<file path="src/sv/mlfr_pkg.sv">
// Package for the multichannel LED fade ramp.
// Holds the command, state-entry and status types and the fixed constants.
// Depends on nothing.
package mlfr_pkg;

	localparam int unsigned FULL_SCALE = 4095;
	localparam int unsigned LVL_W = 12;
	localparam int unsigned CUR_W = 28;
	localparam int unsigned RAMP_W = 16;
	localparam int unsigned NUM_W = 28;
	localparam int unsigned DIV_BITS = 44;
	localparam int unsigned DCNT_W = 6;

	typedef enum logic [1:0] {
		K_TARGET = 2'd0,
		K_CAP = 2'd1,
		K_RAMP = 2'd2,
		K_TICK = 2'd3
	} kind_t;

	typedef struct packed {
		kind_t kind;
		logic [3:0] ch;
		logic [15:0] value;
		logic [NUM_W-1:0] num;
	} cmd_t;

	typedef struct packed {
		logic [LVL_W-1:0] tgt;
		logic [CUR_W-1:0] cur;
		logic [LVL_W-1:0] cap;
		logic [RAMP_W-1:0] ramp;
	} entry_t;

	localparam int unsigned ENTRY_W = $bits(entry_t);

	localparam entry_t RESET_ENTRY = '{
		tgt: '0,
		cur: '0,
		cap: LVL_W'(FULL_SCALE),
		ramp: '0
	};

	typedef enum logic [3:0] {
		ST_IDLE,
		ST_RD,
		ST_EVAL,
		ST_WR,
		ST_DIV,
		ST_UPD,
		ST_MUL,
		ST_EMIT,
		ST_END
	} state_t;

	typedef struct packed {
		state_t state;
		logic pend_v;
		logic ramp_nz;
	} bk_status_t;

endpackage

</file>
<file path="src/sv/mlfr_if.sv">
// Handshake interfaces for the fade ramp: command transactions in, level results out.
// Depends on nothing.
interface mlfr_cmd_if;
	logic valid;
	logic ready;
	logic [1:0] mode;
	logic [3:0] channel;
	logic [15:0] value;
	logic [15:0] elapsed_ms;
	modport source(output valid, mode, channel, value, elapsed_ms, input ready);
	modport sink(input valid, mode, channel, value, elapsed_ms, output ready);
endinterface

interface mlfr_res_if;
	logic valid;
	logic ready;
	logic [3:0] out_channel;
	logic [11:0] level;
	logic last;
	modport source(output valid, out_channel, level, last, input ready);
	modport sink(input valid, out_channel, level, last, output ready);
endinterface

</file>
<file path="src/sv/multichannel_led_fade_ramp.sv">
// Top level of the multichannel LED fade ramp: front end, queue and back end.
// Depends on mlfr_pkg, mlfr_if, mlfr_front and mlfr_back.
//
// A command transaction sets one channel's target level, brightness cap or ramp time, or
// reports a tick of elapsed milliseconds. Commands are queued two deep and carried out one at
// a time. A target or ramp-time write returns no result, and a cap write returns one result.
// A tick sweeps every channel through the state RAM: a channel already at its target is
// skipped with no result, and a moving one with a nonzero ramp time waits on the 44-step
// serial divider that forms the step. Results leave through a one-entry output register;
// the last result of a tick carries last, and a cap write's single result does too.
module multichannel_led_fade_ramp #(
	parameter int CHANNELS = 16
) (
	input logic clk,
	input logic arst_n,
	mlfr_cmd_if.sink cmd,
	mlfr_res_if.source res
);
	logic pop;
	logic head_v;
	mlfr_pkg::cmd_t head;
	mlfr_pkg::bk_status_t bst;

	mlfr_front #(
		.CHANNELS(CHANNELS)
	) u_front (
		.clk(clk),
		.arst_n(arst_n),
		.cmd(cmd),
		.pop(pop),
		.head_v(head_v),
		.head(head)
	);

	mlfr_back #(
		.CHANNELS(CHANNELS)
	) u_back (
		.clk(clk),
		.arst_n(arst_n),
		.head_v(head_v),
		.head(head),
		.pop(pop),
		.res(res),
		.status(bst)
	);

	a_idle_no_pending: assert property (@(posedge clk) disable iff (!arst_n)
		bst.state == mlfr_pkg::ST_IDLE |-> !bst.pend_v)
		else $error("pending result left behind when back end went idle");

	a_not_last_has_successor: assert property (@(posedge clk) disable iff (!arst_n)
		res.valid && !res.last |-> bst.pend_v)
		else $error("non-final result without a following result held");

	a_div_nonzero_ramp: assert property (@(posedge clk) disable iff (!arst_n)
		bst.state == mlfr_pkg::ST_DIV |-> bst.ramp_nz)
		else $error("step divider running with zero ramp time");
endmodule

</file>
<file path="src/sv/mlfr_ram.sv">
// Generic single-port-write, single-port-read RAM with registered read data.
// Depends on nothing.
module mlfr_ram #(
	parameter int WIDTH = 8,
	parameter int DEPTH = 16
) (
	input logic clk,
	input logic we,
	input logic [(DEPTH > 1 ? $clog2(DEPTH) : 1)-1:0] waddr,
	input logic [WIDTH-1:0] wdata,
	input logic [(DEPTH > 1 ? $clog2(DEPTH) : 1)-1:0] raddr,
	output logic [WIDTH-1:0] rdata
);
	logic [WIDTH-1:0] mem_q [DEPTH];
	logic [WIDTH-1:0] rdata_q;

	always_ff @(posedge clk) begin
		if (we) begin
			mem_q[waddr] <= wdata;
		end
		rdata_q <= mem_q[raddr];
	end

	assign rdata = rdata_q;
endmodule

</file>
<file path="src/sv/mlfr_front.sv">
// Front end: accepts command transactions, drops those that do nothing, and queues the rest.
// Depends on mlfr_pkg and mlfr_cmd_if.
module mlfr_front #(
	parameter int CHANNELS = 16
) (
	input logic clk,
	input logic arst_n,
	mlfr_cmd_if.sink cmd,
	input logic pop,
	output logic head_v,
	output mlfr_pkg::cmd_t head
);
	mlfr_pkg::cmd_t q_q [2];
	logic wp_q;
	logic rp_q;
	logic [1:0] cnt_q;
	logic keep;
	logic ch_ok;
	logic push;
	logic do_pop;
	mlfr_pkg::cmd_t entry;

	assign ch_ok = 32'(cmd.channel) < CHANNELS;

	always_comb begin
		entry.kind = mlfr_pkg::kind_t'(cmd.mode);
		entry.ch = cmd.channel;
		entry.value = cmd.value;
		entry.num = {16'b0, mlfr_pkg::LVL_W'(mlfr_pkg::FULL_SCALE)} * {12'b0, cmd.elapsed_ms};
		case (entry.kind)
			mlfr_pkg::K_TARGET, mlfr_pkg::K_CAP: begin
				keep = ch_ok && (32'(cmd.value) <= mlfr_pkg::FULL_SCALE);
			end
			mlfr_pkg::K_RAMP: begin
				keep = ch_ok;
			end
			default: begin
				keep = cmd.elapsed_ms != 16'd0;
			end
		endcase
	end

	assign cmd.ready = cnt_q != 2'd2;
	assign push = cmd.valid && cmd.ready && keep;
	assign head_v = cnt_q != 2'd0;
	assign head = q_q[rp_q];
	assign do_pop = pop && head_v;

	always_ff @(posedge clk) begin
		if (push) begin
			q_q[wp_q] <= entry;
		end
	end

	always_ff @(posedge clk or negedge arst_n) begin
		if (!arst_n) begin
			wp_q <= 1'b0;
			rp_q <= 1'b0;
			cnt_q <= 2'd0;
		end else begin
			if (push) begin
				wp_q <= ~wp_q;
			end
			if (do_pop) begin
				rp_q <= ~rp_q;
			end
			if (push && !do_pop) begin
				cnt_q <= cnt_q + 2'd1;
			end else if (do_pop && !push) begin
				cnt_q <= cnt_q - 2'd1;
			end
		end
	end
endmodule

</file>
<file path="src/sv/mlfr_back.sv">
// Back end: per-channel state in RAM, tick sweep with a serial step divider, capped levels out.
// Depends on mlfr_pkg, mlfr_res_if and mlfr_ram.
module mlfr_back #(
	parameter int CHANNELS = 16
) (
	input logic clk,
	input logic arst_n,
	input logic head_v,
	input mlfr_pkg::cmd_t head,
	output logic pop,
	mlfr_res_if.source res,
	output mlfr_pkg::bk_status_t status
);
	localparam int CW = CHANNELS > 1 ? $clog2(CHANNELS) : 1;

	mlfr_pkg::state_t state_q;
	mlfr_pkg::state_t state_d;
	mlfr_pkg::cmd_t cmd_q;
	mlfr_pkg::entry_t ent_q;
	mlfr_pkg::entry_t eff;
	mlfr_pkg::entry_t rdata;
	mlfr_pkg::entry_t wdata;
	logic [CW-1:0] idx_q;
	logic [CHANNELS-1:0] valid_q;
	logic rd_vld_q;
	logic we;
	logic last_ch;
	logic [mlfr_pkg::DIV_BITS-1:0] n_q;
	logic [mlfr_pkg::DIV_BITS-1:0] q_q;
	logic [15:0] r_q;
	logic [mlfr_pkg::DCNT_W-1:0] cnt_q;
	logic [16:0] t;
	logic ge;
	logic [mlfr_pkg::CUR_W-1:0] tgt16;
	logic [mlfr_pkg::CUR_W-1:0] gap;
	logic [mlfr_pkg::CUR_W-1:0] new_cur;
	logic up;
	logic reach;
	logic [23:0] prod_q;
	logic [12:0] s;
	logic [11:0] lvl;
	logic [3:0] pend_ch_q;
	logic [11:0] pend_lvl_q;
	logic pend_v_q;
	logic o_v_q;
	logic [3:0] o_ch_q;
	logic [11:0] o_lvl_q;
	logic o_last_q;
	logic out_free;

	mlfr_ram #(
		.WIDTH(mlfr_pkg::ENTRY_W),
		.DEPTH(CHANNELS)
	) u_ram (
		.clk(clk),
		.we(we),
		.waddr(idx_q),
		.wdata(wdata),
		.raddr(idx_q),
		.rdata(rdata)
	);

	assign eff = rd_vld_q ? rdata : mlfr_pkg::RESET_ENTRY;
	assign last_ch = idx_q == CW'(CHANNELS - 1);
	assign out_free = !o_v_q || res.ready;

	assign t = {r_q, n_q[mlfr_pkg::DIV_BITS-1]};
	assign ge = t >= {1'b0, ent_q.ramp};

	assign tgt16 = {ent_q.tgt, 16'b0};
	assign up = ent_q.cur < tgt16;
	assign gap = up ? tgt16 - ent_q.cur : ent_q.cur - tgt16;
	assign reach = (ent_q.ramp == '0) || (q_q >= mlfr_pkg::DIV_BITS'(gap));
	assign new_cur = reach ? tgt16 :
		(up ? ent_q.cur + q_q[mlfr_pkg::CUR_W-1:0] : ent_q.cur - q_q[mlfr_pkg::CUR_W-1:0]);

	// Division of the product by 4095: x = 4096a + b gives a + (a + b) / 4095, with a + b below 8190.
	assign s = {1'b0, prod_q[23:12]} + {1'b0, prod_q[11:0]};
	assign lvl = prod_q[23:12] + 12'(s >= 13'(mlfr_pkg::FULL_SCALE));

	always_comb begin
		state_d = state_q;
		case (state_q)
			mlfr_pkg::ST_IDLE: begin
				if (head_v) begin
					state_d = mlfr_pkg::ST_RD;
				end
			end
			mlfr_pkg::ST_RD: begin
				state_d = mlfr_pkg::ST_EVAL;
			end
			mlfr_pkg::ST_EVAL: begin
				if (cmd_q.kind != mlfr_pkg::K_TICK) begin
					state_d = mlfr_pkg::ST_WR;
				end else if (eff.cur == {eff.tgt, 16'b0}) begin
					state_d = last_ch ? mlfr_pkg::ST_END : mlfr_pkg::ST_RD;
				end else if (eff.ramp == '0) begin
					state_d = mlfr_pkg::ST_UPD;
				end else begin
					state_d = mlfr_pkg::ST_DIV;
				end
			end
			mlfr_pkg::ST_WR: begin
				state_d = (cmd_q.kind == mlfr_pkg::K_CAP) ? mlfr_pkg::ST_MUL : mlfr_pkg::ST_IDLE;
			end
			mlfr_pkg::ST_DIV: begin
				if (cnt_q == mlfr_pkg::DCNT_W'(mlfr_pkg::DIV_BITS - 1)) begin
					state_d = mlfr_pkg::ST_UPD;
				end
			end
			mlfr_pkg::ST_UPD: begin
				state_d = mlfr_pkg::ST_MUL;
			end
			mlfr_pkg::ST_MUL: begin
				state_d = mlfr_pkg::ST_EMIT;
			end
			mlfr_pkg::ST_EMIT: begin
				if (!pend_v_q || out_free) begin
					if (cmd_q.kind == mlfr_pkg::K_TICK && !last_ch) begin
						state_d = mlfr_pkg::ST_RD;
					end else begin
						state_d = mlfr_pkg::ST_END;
					end
				end
			end
			mlfr_pkg::ST_END: begin
				if (!pend_v_q || out_free) begin
					state_d = mlfr_pkg::ST_IDLE;
				end
			end
			default: begin
				state_d = mlfr_pkg::ST_IDLE;
			end
		endcase
	end

	always_comb begin
		pop = 1'b0;
		we = 1'b0;
		wdata = ent_q;
		case (state_q)
			mlfr_pkg::ST_IDLE: begin
				pop = head_v;
			end
			mlfr_pkg::ST_WR: begin
				we = 1'b1;
				case (cmd_q.kind)
					mlfr_pkg::K_TARGET: wdata.tgt = cmd_q.value[11:0];
					mlfr_pkg::K_CAP: wdata.cap = cmd_q.value[11:0];
					default: wdata.ramp = cmd_q.value;
				endcase
			end
			mlfr_pkg::ST_UPD: begin
				we = 1'b1;
				wdata.cur = new_cur;
			end
			default: begin
				we = 1'b0;
			end
		endcase
	end

	always_ff @(posedge clk) begin
		case (state_q)
			mlfr_pkg::ST_IDLE: begin
				cmd_q <= head;
			end
			mlfr_pkg::ST_EVAL: begin
				ent_q <= eff;
				n_q <= {cmd_q.num, 16'b0};
				q_q <= '0;
				r_q <= '0;
			end
			mlfr_pkg::ST_WR: begin
				ent_q <= wdata;
			end
			mlfr_pkg::ST_DIV: begin
				n_q <= {n_q[mlfr_pkg::DIV_BITS-2:0], 1'b0};
				q_q <= {q_q[mlfr_pkg::DIV_BITS-2:0], ge};
				r_q <= ge ? 16'(t - {1'b0, ent_q.ramp}) : t[15:0];
			end
			mlfr_pkg::ST_UPD: begin
				ent_q.cur <= new_cur;
			end
			mlfr_pkg::ST_MUL: begin
				prod_q <= ent_q.cur[mlfr_pkg::CUR_W-1:16] * ent_q.cap;
			end
			mlfr_pkg::ST_EMIT: begin
				if (!pend_v_q || out_free) begin
					pend_ch_q <= 4'(idx_q);
					pend_lvl_q <= lvl;
				end
			end
			default: begin
			end
		endcase
		if ((state_q == mlfr_pkg::ST_EMIT || state_q == mlfr_pkg::ST_END) && pend_v_q && out_free) begin
			o_ch_q <= pend_ch_q;
			o_lvl_q <= pend_lvl_q;
			o_last_q <= state_q == mlfr_pkg::ST_END;
		end
	end

	always_ff @(posedge clk or negedge arst_n) begin
		if (!arst_n) begin
			state_q <= mlfr_pkg::ST_IDLE;
			idx_q <= '0;
			valid_q <= '0;
			rd_vld_q <= 1'b0;
			cnt_q <= '0;
			pend_v_q <= 1'b0;
			o_v_q <= 1'b0;
		end else begin
			state_q <= state_d;
			rd_vld_q <= valid_q[idx_q];
			if (we) begin
				valid_q[idx_q] <= 1'b1;
			end
			if (state_q == mlfr_pkg::ST_IDLE && head_v) begin
				idx_q <= (head.kind == mlfr_pkg::K_TICK) ? '0 : CW'(head.ch);
			end else if (state_d == mlfr_pkg::ST_RD && state_q != mlfr_pkg::ST_IDLE) begin
				idx_q <= idx_q + 1'b1;
			end
			if (state_q == mlfr_pkg::ST_DIV) begin
				cnt_q <= cnt_q + 1'b1;
			end else begin
				cnt_q <= '0;
			end
			if (state_q == mlfr_pkg::ST_EMIT && (!pend_v_q || out_free)) begin
				pend_v_q <= 1'b1;
			end else if (state_q == mlfr_pkg::ST_END && out_free) begin
				pend_v_q <= 1'b0;
			end
			if ((state_q == mlfr_pkg::ST_EMIT || state_q == mlfr_pkg::ST_END) && pend_v_q && out_free) begin
				o_v_q <= 1'b1;
			end else if (res.ready) begin
				o_v_q <= 1'b0;
			end
		end
	end

	assign res.valid = o_v_q;
	assign res.out_channel = o_ch_q;
	assign res.level = o_lvl_q;
	assign res.last = o_last_q;

	assign status.state = state_q;
	assign status.pend_v = pend_v_q;
	assign status.ramp_nz = ent_q.ramp != '0;
endmodule
</file>
<file path="src/flat_wrapper.sv">
// flat-port wrapper written by rule: the top's interface ports become plain ports
module multichannel_led_fade_ramp_flat 
#(
	parameter int CHANNELS = 16
)
  (clk, arst_n, cmd_valid, cmd_mode, cmd_channel, cmd_value, cmd_elapsed_ms, cmd_ready, res_valid, res_out_channel, res_level, res_last, res_ready);
  mlfr_cmd_if cmd_i ();
  mlfr_res_if res_i ();
  input logic clk;
  input logic arst_n;
  input wire logic [$bits(cmd_i.valid)-1:0] cmd_valid;
  input wire logic [$bits(cmd_i.mode)-1:0] cmd_mode;
  input wire logic [$bits(cmd_i.channel)-1:0] cmd_channel;
  input wire logic [$bits(cmd_i.value)-1:0] cmd_value;
  input wire logic [$bits(cmd_i.elapsed_ms)-1:0] cmd_elapsed_ms;
  output wire logic [$bits(cmd_i.ready)-1:0] cmd_ready;
  output wire logic [$bits(res_i.valid)-1:0] res_valid;
  output wire logic [$bits(res_i.out_channel)-1:0] res_out_channel;
  output wire logic [$bits(res_i.level)-1:0] res_level;
  output wire logic [$bits(res_i.last)-1:0] res_last;
  input wire logic [$bits(res_i.ready)-1:0] res_ready;
  assign cmd_i.valid = cmd_valid;
  assign cmd_i.mode = cmd_mode;
  assign cmd_i.channel = cmd_channel;
  assign cmd_i.value = cmd_value;
  assign cmd_i.elapsed_ms = cmd_elapsed_ms;
  assign cmd_ready = cmd_i.ready;
  assign res_valid = res_i.valid;
  assign res_out_channel = res_i.out_channel;
  assign res_level = res_i.level;
  assign res_last = res_i.last;
  assign res_i.ready = res_ready;
  multichannel_led_fade_ramp #(.CHANNELS(CHANNELS)) u_core (.clk(clk), .arst_n(arst_n), .cmd(cmd_i), .res(res_i));
endmodule
</file>
<file path="config.mk">
export PLATFORM = sky130hd
export DESIGN_NAME = multichannel_led_fade_ramp_flat
export DESIGN_NICKNAME = d
export VERILOG_FILES = /design/src/sv/mlfr_pkg.sv /design/src/sv/mlfr_if.sv /design/src/sv/multichannel_led_fade_ramp.sv /design/src/sv/mlfr_ram.sv /design/src/sv/mlfr_front.sv /design/src/sv/mlfr_back.sv /design/src/flat_wrapper.sv
export SDC_FILE = /design/constraint.sdc
export NUM_CORES = 2
export LEC_CHECK = 0
export ABC_AREA = 1
export ABC_CLOCK_PERIOD_IN_PS = 7900
export BUFFER_PORTS_ARGS = -buffer_cell sky130_fd_sc_hd__buf_2
export CORE_UTILIZATION = 40
export DETAILED_ROUTE_END_ITERATION = 16
export SLEW_MARGIN = 20
export SYNTH_ARGS = -nofsm -noshare
export SYNTH_HDL_FRONTEND = slang
export SYNTH_SLANG_ARGS = --single-unit
</file>
<file path="constraint.sdc">
create_clock -name clk -period 7.9 [get_ports clk]
set_input_delay 1.975 -clock clk [delete_from_list [all_inputs] [get_ports clk]]
set_output_delay 1.975 -clock clk [all_outputs]
set_load 0.01 [all_outputs]
</file>
==> tab_implementation.tex <==
\begin{tabular}{lr}
\hline
Metric & Value \\
\hline
\multicolumn{2}{l}{\textbf{Critical path}} \\
Setup slack of the most critical reg-to-reg path & 2.14 ns \\
Peak fanout along the critical path & 5 \\
Critical Path Slowest Stage Cell & fa\_1 \\
Max incr delay on CP & 0.74 ns \\
CP most frequent cell & nand2\_1 \\
Ordered list of cells on the worst path & buf\_2 > inv\_1 > fa\_1 > inv\_1 > fa\_1 > fa\_1 > inv\_1 > fa\_1 > fa\_1 > inv\_1 > ha\_1 > nand2\_1 > nor2\_1 > inv\_1 > o21bai\_1 > nand3\_1 > nand2\_1 > nand2\_1 > nand2\_1 > nand2\_1 > nand2\_1 > xor2\_1 \\
CP Data Arrival Time & 6.74 ns \\
Required @ worst endpoint & 8.52 ns \\
Start-to-end type of the worst setup path & input port to flop \\
Combined buffer and inverter count along the critical path & 6 \\
Critical Path Sink Type & flop \\
Cell type group with the largest total delay on the critical path & adder cells \\
Critical path startpoint category & input port \\
\multicolumn{2}{l}{\textbf{Detailed routing}} \\
Post-DRT Antenna Nets & 0 \\
Vias & 50,900 \\
Routed wl met3 & 14.0 mm \\
Uppermost signal routing layer after detailed routing & met4 \\
Initial detailed-routing violation count & 5,224 \\
Detailed-route DRC error count & 0 \\
WL/cell & 21.5 um \\
DR WL met2 & 96.4 mm \\
Sum of routed wire segments on met1 & 87.2 mm \\
First-pass detailed-route iteration total & 6 \\
Number of vias per cell & 5.39 \\
Routed Wire Length & 203 mm \\
\multicolumn{2}{l}{\textbf{Clocking}} \\
Number of resized instances in the post-cts repair step & 0 \\
CTS max path bufs & 3 \\
Total setup buffers inserted after CTS & 0 \\
Clock network latency to the later pin of the worst-skew pair & 0.82 ns \\
CTS sink cnt & 1,552 \\
Clk slew on worst S/H paths & 0.06 ns \\
Quantity of hold-fixing buffers added after cts & 0 \\
Number of buffers added by the clock tree synthesis step & 159 \\
Number of H-tree levels & 4 \\
CTS root buf & clkbuf\_16 \\
CTS tree & yes \\
\multicolumn{2}{l}{\textbf{GRT}} \\
Number of antenna violations at the first check in global routing & 3 \\
Largest net degree at the start of global routing & 237 \\
Vias in the first global route & 49,100 \\
Total overflow reported by the global router & 0 \\
Wire length of the first global-routing pass & 304 mm \\
Total global routing track utilization & 0.214 \\
\multicolumn{2}{l}{\textbf{Timing}} \\
Post-Route Skew & 0.0406 ns \\
Worst Tran Pin Value & 1.14 ns \\
Count of final hold-check violations & 0 \\
Final setup violating endpoints & 0 \\
FMAX & 164 MHz \\
Aggregate negative setup slack & 0 ns \\
Post-layout min period & 6.11 ns \\
Setup repair after global routing missed its margin & no \\
Period utilisation layout & 0.774 \\
Pins Over Slew Limit & 0 \\
Normalized max-slew margin & 0.237 \\
\multicolumn{2}{l}{\textbf{Hold path}} \\
Class of the tightest hold or removal check & flop to flop \\
\multicolumn{2}{l}{\textbf{Logic synthesis}} \\
Fraction of registers with async set/reset & 0.0238 \\
Synthesized instance count & 6,808 \\
Share of Yosys cell area claimed by the top area cell type & 0.582 \\
Mapped Nets & 7,296 \\
Most common flop cell mapped by yosys & edfxtp\_1 \\
Leading cell types by total area after synthesis & edfxtp\_1 (58\%), nand2\_1 (6.3\%), fa\_1 (5.4\%), o21ai\_0 (5.2\%), nor2\_1 (4.2\%) \\
Post-synthesis instance area & 0.0747 sq mm \\
Number of flops mapped to enable cells by yosys & 1,447 \\
Leading area contributor after synthesis & edfxtp\_1 \\
Flip-flop and latch count after synthesis & 1,552 \\
Proportion of synthesized chip area in sequential cells & 0.613 \\
Post-Synthesis Mean Instance Area & 11.0 sq um \\
Number of warning messages in the yosys log & 0 \\
Distinct cells, synth & 59 \\
\multicolumn{2}{l}{\textbf{Finish}} \\
NumNets Final & 7,327 \\
Final Instance Count excl. Fillers & 9,451 \\
Layout Area Growth over Synthesis & 11.7\% \\
Fraction of final layout cells sized beyond drive strength 1 & 0.0713 \\
Number of filler instances in the final layout & 17,300 \\
Final instance area & 0.0834 sq mm \\
\multicolumn{2}{l}{\textbf{Floorplanning}} \\
Vertical die dimension & 434 um \\
Number of core rows & 158 \\
Starting density of the core & 0.403 \\
Die W & 434 um \\
Overall die area & 0.188 sq mm \\
IO Pins & 61 \\
Core area & 0.185 sq mm \\
\multicolumn{2}{l}{\textbf{Place}} \\
Placer's final routability congestion estimate & 0.928 \\
Cells after DPL & 9,158 \\
Total of buffers placed on input and output ports & 60 \\
HPWL after detailed placement & 123 mm \\
Area after DPL & 0.0780 sq mm \\
\multicolumn{2}{l}{\textbf{Run}} \\
Number of violations of the max-capacitance limit & 0 \\
\multicolumn{2}{l}{\textbf{Outcome}} \\
Status & complete, no violations \\
\hline
\end{tabular}
==> synth_stat cells, drive strengths merged, types with 2 or more instances <==
| cell | instances |
|---|---|
| a21o | 12 |
| a21oi | 147 |
| a311oi | 2 |
| a221oi | 3 |
| mux2i | 5 |
| fa | 202 |
| xnor2 | 41 |
| edfxtp | 1447 |
| o311ai | 15 |
| o211ai | 20 |
| nand2 | 1264 |
| clkinv | 2 |
| nor3 | 41 |
| nand3 | 134 |
| o21ai | 786 |
| dfrtp | 37 |
| inv | 612 |
| o21a | 4 |
| a31oi | 12 |
| nand4 | 106 |
| o2111ai | 2 |
| a31o | 2 |
| and2 | 3 |
| nor2 | 838 |
| o31ai | 3 |
| o21bai | 12 |
| a211oi | 3 |
| xor2 | 109 |
| dfxtp | 68 |
| o22ai | 281 |
| ha | 244 |
| nand3b | 3 |
| clkbuf | 238 |
| or2 | 9 |
| a21boi | 4 |
| buf | 82 |
| nor4 | 8 |
==> layout make-up <==
type	instances	area (sq um)	share of cell area
Clock inverter	78	947	0.0114
Tap cell	2480	3100	0.0372
Multi-Input combinational cell	4322	25500	0.306
Inverter	614	2330	0.0279
Clock buffer	214	4420	0.0530
Antenna cell	1	2.50	0.0000300
Timing Repair Buffer	190	1340	0.0161
Sequential cell	1552	45700	0.548
==> layer usage <==
metal,global-route usage,vias up
met5,0,-
met4,0.0617,0
met3,0.0337,291
met2,0.350,1767
met1,0.293,25300
li1,-,23600
==> worst paths after layout <==
| check | cells past startpoint | from | endpoint |
|---|---|---|---|
| worst min-delay path | 0 | u_core.u_back.pend_lvl_q[9] | u_core.u_back.res.level[9] |
| min in group asynchronous | 1 | arst_n | u_core.u_back.res.valid |
| max in group asynchronous | 1 | arst_n | u_core.u_back.idx_q[1] |
| worst min register to register | 0 | u_core.u_back.pend_lvl_q[9] | u_core.u_back.res.level[9] |
| worst max-delay path | 22 | cmd_elapsed_ms[4] | u_core.u_front.q_q[0][24] |
| worst max register to register | 19 | u_core.u_back.ent_q[20] | u_core.u_back.prod_q[17] |
==> metrics by stage <==
stage               hold slack [ns]  setup slack (ns)   util
floorplan                     0.400              1.51      -
global placement              0.404              1.01  0.421
detailed placement            0.406             0.974  0.421
CTS                           0.421              1.83  0.450
global route                  0.422              1.49  0.450
finish                        0.420              1.79  0.450
==> registers in the layout, summed over array words and instances, names as in the netlist, 24 cells and up <==
name / flops
u_core.u_back.u_ram.rdata: 68
u_core.u_back.prod_q: 24
u_core.u_back.cmd_q: 46
u_core.u_front.q_q: 100
u_core.u_back.n_q: 28
u_core.u_back.ent_q: 68
u_core.u_back.u_ram.mem_q: 1088
u_core.u_back.q_q: 44
==> placed cells by master, fill, tap and decap left out, types with 106 or more instances in the layout <==
cell type	synthesis	layout
nand3_1	132	132
clkbuf_16	0	162
a21oi_1	147	147
fa_1	202	202
ha_1	244	244
buf_4	4	125
o21ai_0	776	764
inv_1	602	601
nor2_1	832	805
xor2_1	109	109
o22ai_1	281	281
nand4_1	106	106
nand2_1	1263	1262
edfxtp_1	1447	1447
==> logic make-up after synthesis <==
kind of cell	Yosys count	share of synthesized area
and+or+nand+nor	2410	0.129
DFF	1552	0.613
AOI/OAI and AO/OA	1311	0.0964
buffers and inverters	934	0.0484
adders and majority gates	446	0.0951
xor gates and xnor gates	150	0.0176
muxes	5	0.000670
==> worst reg2reg max path, stage by stage (launching register included) <==
cell and delay [ns]:
edfxtp_1 0.93, nand2_1 0.21, fa_1 0.53, fa_1 0.52
inv_1 0.05, fa_1 0.47, inv_1 0.05, fa_1 0.52
inv_1 0.05, fa_1 0.47, ha_1 0.39, nand2_1 0.12
nor2_1 0.20, nand2_1 0.08, o211ai_1 0.11, nor2_1 0.10
o21ai_0 0.38, nand3_1 0.12, nand2_1 0.10, xor2_1 0.20
Power is left out: the tool's default activity adds up to more than one toggle a clock period on the data nets, which glitch-free logic cannot reach.
